## config.mk

```make
export PLATFORM = sky130hd
export DESIGN_NAME = mean_placed_circular_deque
export DESIGN_NICKNAME = d
export VERILOG_FILES = /design/src/mpcd_pkg.sv /design/src/mpcd_ram.sv /design/src/mpcd_ctrl.sv /design/src/mpcd_dp.sv /design/src/mean_placed_circular_deque.sv
export SDC_FILE = /design/constraint.sdc
export NUM_CORES = 1
export LEC_CHECK = 0
export BUFFER_PORTS_ARGS = -buffer_cell sky130_fd_sc_hd__buf_2
export CORE_MARGIN = 5
export CORE_UTILIZATION = 47
export DETAILED_ROUTE_END_ITERATION = 10
export PLACE_DENSITY = 0.66
export SLEW_MARGIN = 25
export SYNTH_ARGS = -nofsm -noshare
export SYNTH_HDL_FRONTEND = slang
export SYNTH_SLANG_ARGS = --single-unit
```

## constraint.sdc

```tcl
create_clock -name clk -period 8.6 [get_ports clk]
set_input_delay 0 -clock clk [delete_from_list [all_inputs] [get_ports clk]]
set_output_delay 0 -clock clk [all_outputs]
set_load 0.05 [all_outputs]
```

## src/mpcd_pkg.sv

```systemverilog
// ----------------------------------------------------------------------------
// mpcd_pkg: shared types and codes for the mean-placed circular deque
// Command and status codes, controller states and the control bundles
// between controller and datapath.
// ----------------------------------------------------------------------------
package mpcd_pkg;

	localparam int DATA_W   = 32;
	localparam int STATUS_W = 2;
	localparam int FILL_W   = 5;

	localparam logic CMD_INSERT = 1'b0;
	localparam logic CMD_REMOVE = 1'b1;

	localparam logic [STATUS_W-1:0] ST_OK    = 2'd0;
	localparam logic [STATUS_W-1:0] ST_FULL  = 2'd1;
	localparam logic [STATUS_W-1:0] ST_EMPTY = 2'd2;

	typedef enum logic {
		S_IDLE,
		S_FETCH
	} state_t;

	// controller -> datapath
	typedef struct packed {
		logic exec;       // perform the accepted item
		logic load_head;  // capture RAM read data as new head word
	} ctl_t;

	// datapath -> controller
	typedef struct packed {
		logic fetch;      // item is a remove that leaves words behind
	} sts_t;

endpackage

```

## src/mpcd_ram.sv

```systemverilog
// ----------------------------------------------------------------------------
// mpcd_ram: generic single-write, single-read RAM
// One write port and one read port with registered read data.
// ----------------------------------------------------------------------------
module mpcd_ram #(
	parameter int WIDTH = 32,
	parameter int DEPTH = 16
) (
	input  logic                     clk,
	input  logic                     we,
	input  logic [$clog2(DEPTH)-1:0] waddr,
	input  logic [WIDTH-1:0]         wdata,
	input  logic                     re,
	input  logic [$clog2(DEPTH)-1:0] raddr,
	output logic [WIDTH-1:0]         rdata
);

	logic [WIDTH-1:0] mem_q [DEPTH];
	logic [WIDTH-1:0] rdata_q;

	always_ff @(posedge clk) begin
		if (we) begin
			mem_q[waddr] <= wdata;
		end
		if (re) begin
			rdata_q <= mem_q[raddr];
		end
	end

	assign rdata = rdata_q;

endmodule

```

## src/mpcd_ctrl.sv

```systemverilog
// ----------------------------------------------------------------------------
// mpcd_ctrl: deque controller
// Handshake control, output valid and the head refill wait after a remove.
// ----------------------------------------------------------------------------
module mpcd_ctrl (
	input  logic           clk,
	input  logic           arst_n,
	input  logic           in_valid,
	output logic           in_ready,
	output logic           out_valid,
	input  logic           out_ready,
	input  mpcd_pkg::sts_t sts,
	output mpcd_pkg::ctl_t ctl
);

	mpcd_pkg::state_t state_q, state_d;
	logic             out_valid_q;
	logic             exec;

	// outputs
	always_comb begin
		in_ready      = (state_q == mpcd_pkg::S_IDLE) && (!out_valid_q || out_ready);
		exec          = in_valid && in_ready;
		ctl.exec      = exec;
		ctl.load_head = (state_q == mpcd_pkg::S_FETCH);
	end

	// next state
	always_comb begin
		state_d = state_q;
		unique case (state_q)
			mpcd_pkg::S_IDLE: begin
				if (exec && sts.fetch) begin
					state_d = mpcd_pkg::S_FETCH;
				end
			end
			mpcd_pkg::S_FETCH: begin
				state_d = mpcd_pkg::S_IDLE;
			end
			default: begin
				state_d = mpcd_pkg::S_IDLE;
			end
		endcase
	end

	always_ff @(posedge clk or negedge arst_n) begin
		if (!arst_n) begin
			state_q     <= mpcd_pkg::S_IDLE;
			out_valid_q <= 1'b0;
		end else begin
			state_q <= state_d;
			if (exec) begin
				out_valid_q <= 1'b1;
			end else if (out_ready) begin
				out_valid_q <= 1'b0;
			end
		end
	end

	assign out_valid = out_valid_q;

endmodule

```

## src/mpcd_dp.sv

```systemverilog
// ----------------------------------------------------------------------------
// mpcd_dp: deque datapath
// Word RAM, head/rear pointers, fill count, cached end words, placement
// compare and the result registers.
// ----------------------------------------------------------------------------
module mpcd_dp #(
	parameter int DEPTH     = 16,
	parameter int WORD_BITS = 32
) (
	input  logic                                clk,
	input  logic                                arst_n,
	input  mpcd_pkg::ctl_t                      ctl,
	output mpcd_pkg::sts_t                      sts,
	input  logic                                cmd,
	input  logic signed [mpcd_pkg::DATA_W-1:0]  value,
	output logic signed [mpcd_pkg::DATA_W-1:0]  read_value,
	output logic [mpcd_pkg::STATUS_W-1:0]       status,
	output logic [mpcd_pkg::FILL_W-1:0]         fill
);

	localparam int PW = $clog2(DEPTH);
	localparam int CW = $clog2(DEPTH + 1);
	localparam logic [PW-1:0] LAST = PW'(DEPTH - 1);

	logic [PW-1:0]        head_q, rear_q;
	logic [CW-1:0]        count_q;
	logic [WORD_BITS-1:0] head_val_q, rear_val_q;

	logic signed [mpcd_pkg::DATA_W-1:0]  read_value_q;
	logic [mpcd_pkg::STATUS_W-1:0]       status_q;
	logic [mpcd_pkg::FILL_W-1:0]         fill_q;

	logic signed [63:0]       value_ext;
	logic [WORD_BITS-1:0]     word;
	logic signed [WORD_BITS:0] twice, sum_hr;
	logic signed [63:0]       head_ext;
	logic                     empty, full, to_head;
	logic [PW-1:0]            head_fwd, head_back, rear_back;

	logic                 ram_we, ram_re;
	logic [PW-1:0]        ram_waddr, ram_raddr;
	logic [WORD_BITS-1:0] ram_rdata;

	mpcd_ram #(
		.WIDTH(WORD_BITS),
		.DEPTH(DEPTH)
	) u_ram (
		.clk  (clk),
		.we   (ram_we),
		.waddr(ram_waddr),
		.wdata(word),
		.re   (ram_re),
		.raddr(ram_raddr),
		.rdata(ram_rdata)
	);

	always_comb begin
		value_ext = 64'(value);
		word      = value_ext[WORD_BITS-1:0];
		head_ext  = 64'($signed(head_val_q));
		empty     = (count_q == '0);
		full      = (count_q == CW'(DEPTH));
		// 2v < head + rear, one bit wider so nothing overflows
		twice     = {word, 1'b0};
		sum_hr    = $signed({head_val_q[WORD_BITS-1], head_val_q})
		          + $signed({rear_val_q[WORD_BITS-1], rear_val_q});
		to_head   = twice < sum_hr;
		head_fwd  = (head_q == LAST) ? '0 : head_q + 1'b1;
		head_back = (head_q == '0) ? LAST : head_q - 1'b1;
		rear_back = (rear_q == '0) ? LAST : rear_q - 1'b1;

		ram_we    = 1'b0;
		ram_waddr = rear_q;
		if (ctl.exec && cmd == mpcd_pkg::CMD_INSERT && !full) begin
			ram_we = 1'b1;
			priority if (empty) begin
				ram_waddr = rear_q;
			end else if (to_head) begin
				ram_waddr = head_fwd;
			end else begin
				ram_waddr = rear_back;
			end
		end

		sts.fetch = (cmd == mpcd_pkg::CMD_REMOVE) && (count_q > CW'(1));
		ram_re    = ctl.exec && sts.fetch;
		ram_raddr = head_back;
	end

	always_ff @(posedge clk or negedge arst_n) begin
		if (!arst_n) begin
			head_q  <= '0;
			rear_q  <= '0;
			count_q <= '0;
		end else if (ctl.exec) begin
			if (cmd == mpcd_pkg::CMD_INSERT) begin
				if (!full) begin
					count_q <= count_q + 1'b1;
					priority if (empty) begin
						head_q <= rear_q;
					end else if (to_head) begin
						head_q <= head_fwd;
					end else begin
						rear_q <= rear_back;
					end
				end
			end else if (!empty) begin
				count_q <= count_q - 1'b1;
				head_q  <= head_back;
			end
		end
	end

	// cached end words and result registers
	always_ff @(posedge clk) begin
		if (ctl.load_head) begin
			head_val_q <= ram_rdata;
		end
		if (ctl.exec) begin
			read_value_q <= '0;
			status_q     <= mpcd_pkg::ST_OK;
			if (cmd == mpcd_pkg::CMD_INSERT) begin
				fill_q <= mpcd_pkg::FILL_W'(count_q + CW'(!full));
				priority if (full) begin
					status_q <= mpcd_pkg::ST_FULL;
				end else if (empty) begin
					head_val_q <= word;
					rear_val_q <= word;
				end else if (to_head) begin
					head_val_q <= word;
				end else begin
					rear_val_q <= word;
				end
			end else begin
				fill_q <= mpcd_pkg::FILL_W'(count_q - CW'(!empty));
				if (empty) begin
					status_q <= mpcd_pkg::ST_EMPTY;
				end else begin
					read_value_q <= head_ext[mpcd_pkg::DATA_W-1:0];
				end
			end
		end
	end

	assign read_value = read_value_q;
	assign status     = status_q;
	assign fill       = fill_q;

endmodule

```

## src/mean_placed_circular_deque.sv

```systemverilog
// ----------------------------------------------------------------------------
// mean_placed_circular_deque: ring deque with mean-based placement
// Inserts go to the head or rear end depending on the end words' mean;
// removes take from the head end.
// ----------------------------------------------------------------------------
// Usage:
//   Input channel (in_valid/in_ready) carries cmd and value; each accepted
//   item yields exactly one result item on the output channel
//   (out_valid/out_ready) with read_value, status and fill.
//   The result is registered and shows in the cycle after the item is taken.
//   Inserts and removes that leave no words behind need no head refill.
//   A remove that leaves words behind passes through the S_FETCH state: the
//   new head word comes from the word RAM's single registered read port
//   before the next placement compare can use it.
//   The head and rear words are cached in registers, so the compare needs
//   no RAM read.
//   Reset clears pointers, fill count and output valid; the RAM holds no
//   reset value and no clearing pass is run.
//   A stalled receiver holds the result; outside a head refill, a new item
//   is taken once the output register is empty or drained in the same cycle.
// ----------------------------------------------------------------------------
module mean_placed_circular_deque #(
	parameter int DEPTH     = 16,
	parameter int WORD_BITS = 32
) (
	input  logic                               clk,
	input  logic                               arst_n,
	input  logic                               in_valid,
	output logic                               in_ready,
	input  logic                               cmd,
	input  logic signed [mpcd_pkg::DATA_W-1:0] value,
	output logic                               out_valid,
	input  logic                               out_ready,
	output logic signed [mpcd_pkg::DATA_W-1:0] read_value,
	output logic [mpcd_pkg::STATUS_W-1:0]      status,
	output logic [mpcd_pkg::FILL_W-1:0]        fill
);

	mpcd_pkg::ctl_t ctl;
	mpcd_pkg::sts_t sts;

	mpcd_ctrl u_ctrl (
		.clk      (clk),
		.arst_n   (arst_n),
		.in_valid (in_valid),
		.in_ready (in_ready),
		.out_valid(out_valid),
		.out_ready(out_ready),
		.sts      (sts),
		.ctl      (ctl)
	);

	mpcd_dp #(
		.DEPTH    (DEPTH),
		.WORD_BITS(WORD_BITS)
	) u_dp (
		.clk       (clk),
		.arst_n    (arst_n),
		.ctl       (ctl),
		.sts       (sts),
		.cmd       (cmd),
		.value     (value),
		.read_value(read_value),
		.status    (status),
		.fill      (fill)
	);

endmodule
```

==> results.cfg, run 1 <==
[yosys]
ys_ff_latch = 662
syn_avg_cell_area_sq_um = 17.4
syn_nets = 1721
ys_seq_area_share_pct = 69.5
synth_async_sr_flop_share_pct = 2.27
synth_top_family_by_area = multiplexers
synthCells = 1608
synth_mux_area_share_pct = 13.3
ys_types = 75
yosys.area_share.adder_pct = 3.44
synth.cell_area_sq_um = 28100
synth_edf_count = 615
synth-simple-area-share_pct = 5.79
yosysWarnings = 0
synth_compound_area_share_pct = 5.27
synth-main-ff-cell = edfxtp_1
synthXorXnorAreaFrac_pct = 1.16

[sta]
slew_headroom_pct = 31.5
period_minus_slack_ns = 6.81
fmax_ghz = 0.147
worstMarginPinSlew_ns = 1.03
report.final.slew_viol_count = 0
finalCritPeriodShare_pct = 79.2
hold_viol = 0
setup_viol = 0
whs_ns = 0.117
skew_ns = 0.0286
rsz0062_at_grt = false
setup_tns_ns = 0

[clocking]
cts_buffer_depth = 3
h-tree-depth = 3
cts_tree = built
clkSinkCount = 662
cts_root_buffer = clkbuf_16
post_cts_buffers = 0
clkLatencyLatePin_ns = 0.62
clk_pin_slew_ns = 0.06
numCtsBuffers = 69

[critical_path]
r2r_end = u_dp.u_ram.mem_q[15][9]
timing.rr.start = u_dp.rear_val_q[0]
cp.arrival_ns = 7.07
path_class = reg -> reg
worstPathRequired_ns = 8.86
reg2reg_depth = 19
end_kind = flop
critical_path.max_fanout = 18
ff2ff_setup_slack_ns = 1.79
start_kind = flop

[global_routing]
antenna_found_initial = 2
grt_usage_pct = 19.8
grt_pass1_wl_um = 96100
grt_overflow_total = 0
grt_max_degree = 66
first_global_vias = 15500

[drt]
ant_nets = 0
drt_iter0_drc = 1293
vias = 15200
drt_wl_total_um = 63900
wl_per_cell_um = 24.7
routed_via_density = 5.89
dr.pass1.iters = 5
drc = 0

[placed_design]
port_buffers = 77
place_hpwl_um = 38000
gp_congestion = 0.865

[outcome]
status = finished, final reports clean

[min_path]
holdPathStages = 2
hold_path_class = in -> reg
worstHoldEndpoint = u_dp.count_q[4]
worstHoldStart = cmd

[floorplanning]
num_io_pins = 78
core-area_sq_um = 59000
rows = 89
start_util_pct = 47.5
die_h_um = 254
die-area_sq_um = 64700
die_x_um = 254

[pwr]
power_density_nw_per_um2 = 386
power.total_uw = 12500
p_leak_uw = 0.0111
ir_worst_vdd_v = 0.000288

[layout]
multi_input_area_sq_um = 8330
num_antenna_cells = 0
area_delta_synth_final_pct = 15.1
drive_gt1_share_pct = 24.9
regArea_sq_um = 19500
fillCellCount = 4580
nets = 1871

[run]
max-cap-violations = 0
==> cell usage in the layout (no fill, tap or decap), types with 6 or more instances in the layout <==
| cell | instances |
|---|---|
| mux4_2 | 128 |
| nor4_1 | 6 |
| xnor2_1 | 20 |
| clkinv_2 | 6 |
| and3_1 | 37 |
| nand4_1 | 7 |
| nand2b_1 | 10 |
| a211oi_1 | 38 |
| o21bai_1 | 8 |
| nand3_1 | 15 |
| nor3_1 | 16 |
| dfrtp_1 | 14 |
| inv_1 | 25 |
| nand2_1 | 102 |
| dfxtp_1 | 32 |
| buf_4 | 37 |
| a31oi_1 | 36 |
| bufinv_16 | 8 |
| a21oi_1 | 53 |
| xor2_1 | 15 |
| edfxtp_1 | 615 |
| clkinv_1 | 13 |
| buf_2 | 77 |
| nor2_1 | 44 |
| o21ai_0 | 27 |
| clkbuf_1 | 16 |
| mux2_2 | 68 |
| a21o_1 | 18 |
| and2_1 | 32 |
| clkbuf_16 | 76 |
| ha_1 | 73 |
| dlygate4sd3_1 | 36 |
| mux2i_1 | 8 |
==> layout make-up <==
cell class	count	share of cell area (%)
Clock inverter	34	1.21
Timing Repair Buffer	150	3.17
Inverter	28	0.326
Tap cell	773	3.00
Sequential cell	662	60.4
Multi-Input combinational cell	847	25.8
Clock buffer	93	6.12
==> per-layer routing <==
| metal | vias up | track usage, % | wire length [um] |
|---|---|---|---|
| met2 | 487 | 32.1 | 31000 |
| met4 | 0 | 5.69 | 1280 |
| met1 | 7901 | 28.3 | 27800 |
| met3 | 85 | 3.11 | 3850 |
| li1 | 6761 | - | - |
| met5 | - | 0 | 0 |
==> worst max path at each step <==
stage / slack (ns) / cells past startpoint / endpoint / start
6_report: 1.79 / 19 / u_dp.u_ram.mem_q[15][9] / u_dp.rear_val_q[0]
5_1_grt: 1.38 / 19 / u_dp.u_ram.mem_q[15][13] / u_dp.rear_val_q[0]
4_1_cts: 1.80 / 19 / u_dp.u_ram.mem_q[15][12] / u_dp.rear_val_q[0]
3_5_place_dp: 1.83 / 19 / u_dp.u_ram.mem_q[15][21] / u_dp.rear_val_q[0]
3_3_place_gp: 1.97 / 20 / u_dp.u_ram.mem_q[3][13] / u_dp.rear_val_q[0]
2_1_floorplan: 0.50 / 22 / u_dp.u_ram.mem_q[13][0] / u_dp.rear_val_q[0]
==> worst max-delay path: stages (launching register included) <==
cell	delay [ns]
edfxtp_1	0.37
ha_1	0.25
fa_1	0.43
a211oi_1	0.29
o21ai_0	0.17
o211ai_1	0.13
and3_1	0.30
nor4_1	0.15
o2111ai_1	0.30
nand3_1	0.15
a31o_2	0.23
ha_1	0.45
nand3_2	0.14
nor3_1	0.47
a21o_2	0.27
nand3_1	0.24
a21o_1	0.26
a31oi_4	0.60
and4b_2	0.76
buf_4	0.46
==> kinds of logic (layout without fill, tap and decap cells) <==
group | Yosys count | after routing
AOI/OAI and AO/OA | 223 | 223
xor gates and xnor gates | 37 | 37
and+or+nand+nor | 306 | 306
adders and majority gates | 76 | 76
buffers and inverters | 99 | 305
muxes | 205 | 205
DFF | 662 | 662
==> per-stage QoR <==
step | cells | area, sq um | util (%) | setup slack, ns
finish | 2587 | 32300 | 54.7 | 1.79
global route | 2587 | 32300 | 54.7 | 1.38
CTS | 2587 | 32300 | 54.7 | 1.80
detailed placement | 2424 | 29500 | 50.1 | 1.83
global placement | 2424 | 29500 | 50.1 | 1.97
floorplan | 1608 | 28100 | - | 0.503
==> registers in the layout (all words and copies together) (netlist names), 2 cells and up <==
name and cells:
u_dp.u_ram.mem_q 512, u_dp.head_val_q 32, u_dp.read_value 32, u_dp.rear_val_q 32, u_dp.u_ram.rdata 32, u_dp.count_q 5, u_dp.fill 5, u_dp.head_q 4
u_dp.rear_q 4, u_dp.status 2
==> power by group <==
group | internal (uW) | total [uW] | switching, uW | leakage, uW
clock | 1860 | 3090 | 1220 | 0.00115
sequential | 4010 | 4220 | 215 | 0.00602
combinational | 2180 | 5150 | 2970 | 0.00390
==> synthesized netlist by cell type, drive strengths merged (19+ instances only) <==
| cell type | instances | area (sq um) |
|---|---|---|
| a211oi | 39 | 298 |
| a21o | 19 | 144 |
| a21oi | 55 | 279 |
| a31oi | 38 | 253 |
| and2 | 33 | 206 |
| and3 | 38 | 243 |
| buf | 23 | 148 |
| clkbuf | 48 | 180 |
| dfxtp | 32 | 641 |
| edfxtp | 615 | 18500 |
| ha | 74 | 926 |
| inv | 27 | 101 |
| mux2 | 69 | 777 |
| mux4 | 128 | 2880 |
| nand2 | 102 | 383 |
| nor2 | 45 | 176 |
| o21ai | 32 | 164 |
| xnor2 | 21 | 184 |
==> timing repair <==
| action | CTS | global route |
|---|---|---|
| gates resized for setup | 0 | 0 |
| endpoints found under the hold margin | 594 | 0 |
| hold buffers | 36 | 0 |
Note: power is estimated with default switching activity, not from simulation.
==> run 2, diff against run 1 <==
clock period = 5.7 ns   (was 8.6 ns; I/O delays follow)
==> results.cfg, run 2 (synthesis gave the netlist of run 1 again) <==
[global_routing]
grt_max_degree = 92
grt_overflow_total = 0
antenna_found_initial = 1
grt_pass1_wl_um = 95800
grt_usage_pct = 19.4
first_global_vias = 15700

[layout]
largest_reg_flops = 512
final_common_cell = edfxtp_1
nets = 1955
area_delta_synth_final_pct = 19.9
fin_util_pct = 57.0
regArea_sq_um = 19500
multi_input_area_sq_um = 8630
drive_gt1_share_pct = 30.1
fillCellCount = 4395
regMostFlops = u_dp.u_ram.mem_q
finalNonFillerCells = 2667
fin_area_sq_um = 33600
mostFrequentLayoutCells = edfxtp_1, mux4_2, nand2_1, clkbuf_16, buf_2

[clocking]
cts_root_buffer = clkbuf_16
cts_buffer_depth = 3
cts_tree = built
numCtsBuffers = 66
clk_pin_slew_ns = 0.07
clkSinkCount = 662
clkLatencyLatePin_ns = 0.61
h-tree-depth = 3

[critical_path]
critical_path.max_fanout = 14
cp.arrival_ns = 5.91
ff2ff_setup_slack_ns = 0.10
start_kind = flop
path_class = reg -> reg
end_kind = flop
worstPathRequired_ns = 6.02

[sta]
report.final.slew_viol_count = 0
layout_setup_ws_ns = 0.102
hold_viol = 0
finalCritPeriodShare_pct = 98.2
skew_ns = 0.0272
worstMarginPinSlew_ns = 1.05
slew_headroom_pct = 29.1
period_minus_slack_ns = 5.60
fmax_ghz = 0.179
setup_viol = 0
rsz0062_at_grt = true

[drt]
routed_via_density = 5.90
wl_per_cell_um = 24.9
drt_iter0_drc = 1340
drc = 0
vias = 15700
dr.pass1.iters = 5
drt_wl_total_um = 66500
ant_nets = 0

[floorplanning]
die-area_sq_um = 64700
die_h_um = 254
num_io_pins = 78
start_util_pct = 47.5
die_x_um = 254
core-area_sq_um = 59000
rows = 89

[pwr]
power_density_nw_per_um2 = 576
p_leak_uw = 0.0116
ir_worst_vdd_v = 0.000601

[outcome]
status = finished, final reports clean

[run]
max-cap-violations = 0

[min_path]
hold_path_class = in -> reg

[placed_design]
post-place-ws_ns = -0.0398
dpl_cell_area_sq_um = 30300
place_inst = 2463
gp_congestion = 0.852
place_hpwl_um = 38300
port_buffers = 77
[run 2: cell count changes in the layout (fill, tap and decap cells not counted), sizes merged, moves of 2 or more]
cell | previous run | this run
clkinv | 22 | 26
buf | 114 | 185
bufinv | 8 | 2
clkbuf | 93 | 99
inv | 31 | 33
[run 2: final cells by class]
| class | instances | share of cell area (%) |
|---|---|---|
| flip-flops and latches | 662 | 57.9 |
| multi-input cells | 848 | 25.7 |
| repair buffers | 236 | 7.07 |
| clock buffers | 84 | 5.36 |
| well taps | 773 | 2.88 |
| clock inverters | 35 | 0.781 |
| inverters | 28 | 0.312 |
| diodes | 1 | 0.00744 |
[run 2: path summary, 6_finish.rpt]
| check | startpoint | endpoint | cells past startpoint |
|---|---|---|---|
| worst max-delay path | u_dp.rear_val_q[0] | u_dp.u_ram.mem_q[14][22] | 25 |
| worst min-delay path | cmd | u_dp.status[0] | 2 |
| worst max register to register | u_dp.rear_val_q[0] | u_dp.u_ram.mem_q[14][22] | 25 |
| worst min register to register | u_ctrl.out_valid | u_ctrl.out_valid | 1 |
| max in group asynchronous | arst_n | u_ctrl.state_q | 3 |
| min in group asynchronous | arst_n | u_dp.count_q[0] | 3 |
[run 2: timing repair]
action                                 in CTS  in global routing
setup buffers                               1                 24
gates cloned                                0                 24
hold buffers                               36                  0
setup endpoints to repair                 240                512
endpoints found under the hold margin     587                  0
pin swaps                                   1                 30
gates resized for setup                     0                 80
[run 2: layer usage]
layer / GRT usage [%] / share of wire (%) / vias up / routed length, um
met1: 28.0 / 43 / 8160 / 28300
met3: 3.24 / 6.8 / 67 / 4520
met5: 0 / 0 / - / 0
li1: - / - / 6950 / -
met2: 31.0 / 49 / 545 / 32500
met4: 5.80 / 1.9 / 0 / 1240
[run 2: worst max-delay path, stage by stage (launching register included)]
cell	delay [ns]
edfxtp_1	0.41
ha_4	0.19
fa_2	0.41
a211oi_2	0.27
o21bai_1	0.11
a21oi_1	0.24
o21bai_1	0.09
a21oi_1	0.25
o21bai_1	0.09
a21oi_1	0.17
xor2_1	0.17
ha_1	0.26
a21o_1	0.16
a21o_1	0.17
a21o_1	0.21
a2bb2oi_2	0.15
buf_4	0.17
and3_4	0.21
o21ai_2	0.11
a21oi_1	0.27
o31ai_4	0.11
buf_12	0.16
buf_4	0.14
nor4b_4	0.32
buf_6	0.23
clkbuf_16	0.20
[run 2: report_power, final]
part / internal (uW) / switching [uW] / leakage [uW]
combinational: 3870 / 5000 / 0.00459
sequential: 6040 / 301 / 0.00602
clock: 2350 / 1820 / 0.00102
[run 2: metrics by stage]
stage	total power [uW]	hold WS [ns]	setup TNS (ns)
after floorplan	12300	-0.296	-11.20
after global placement	14800	-0.0548	0
after detailed placement	14900	-0.0471	-3.17
after CTS	19100	0.0801	0
after global routing	20500	0.149	-14.23
final	19400	0.109	0
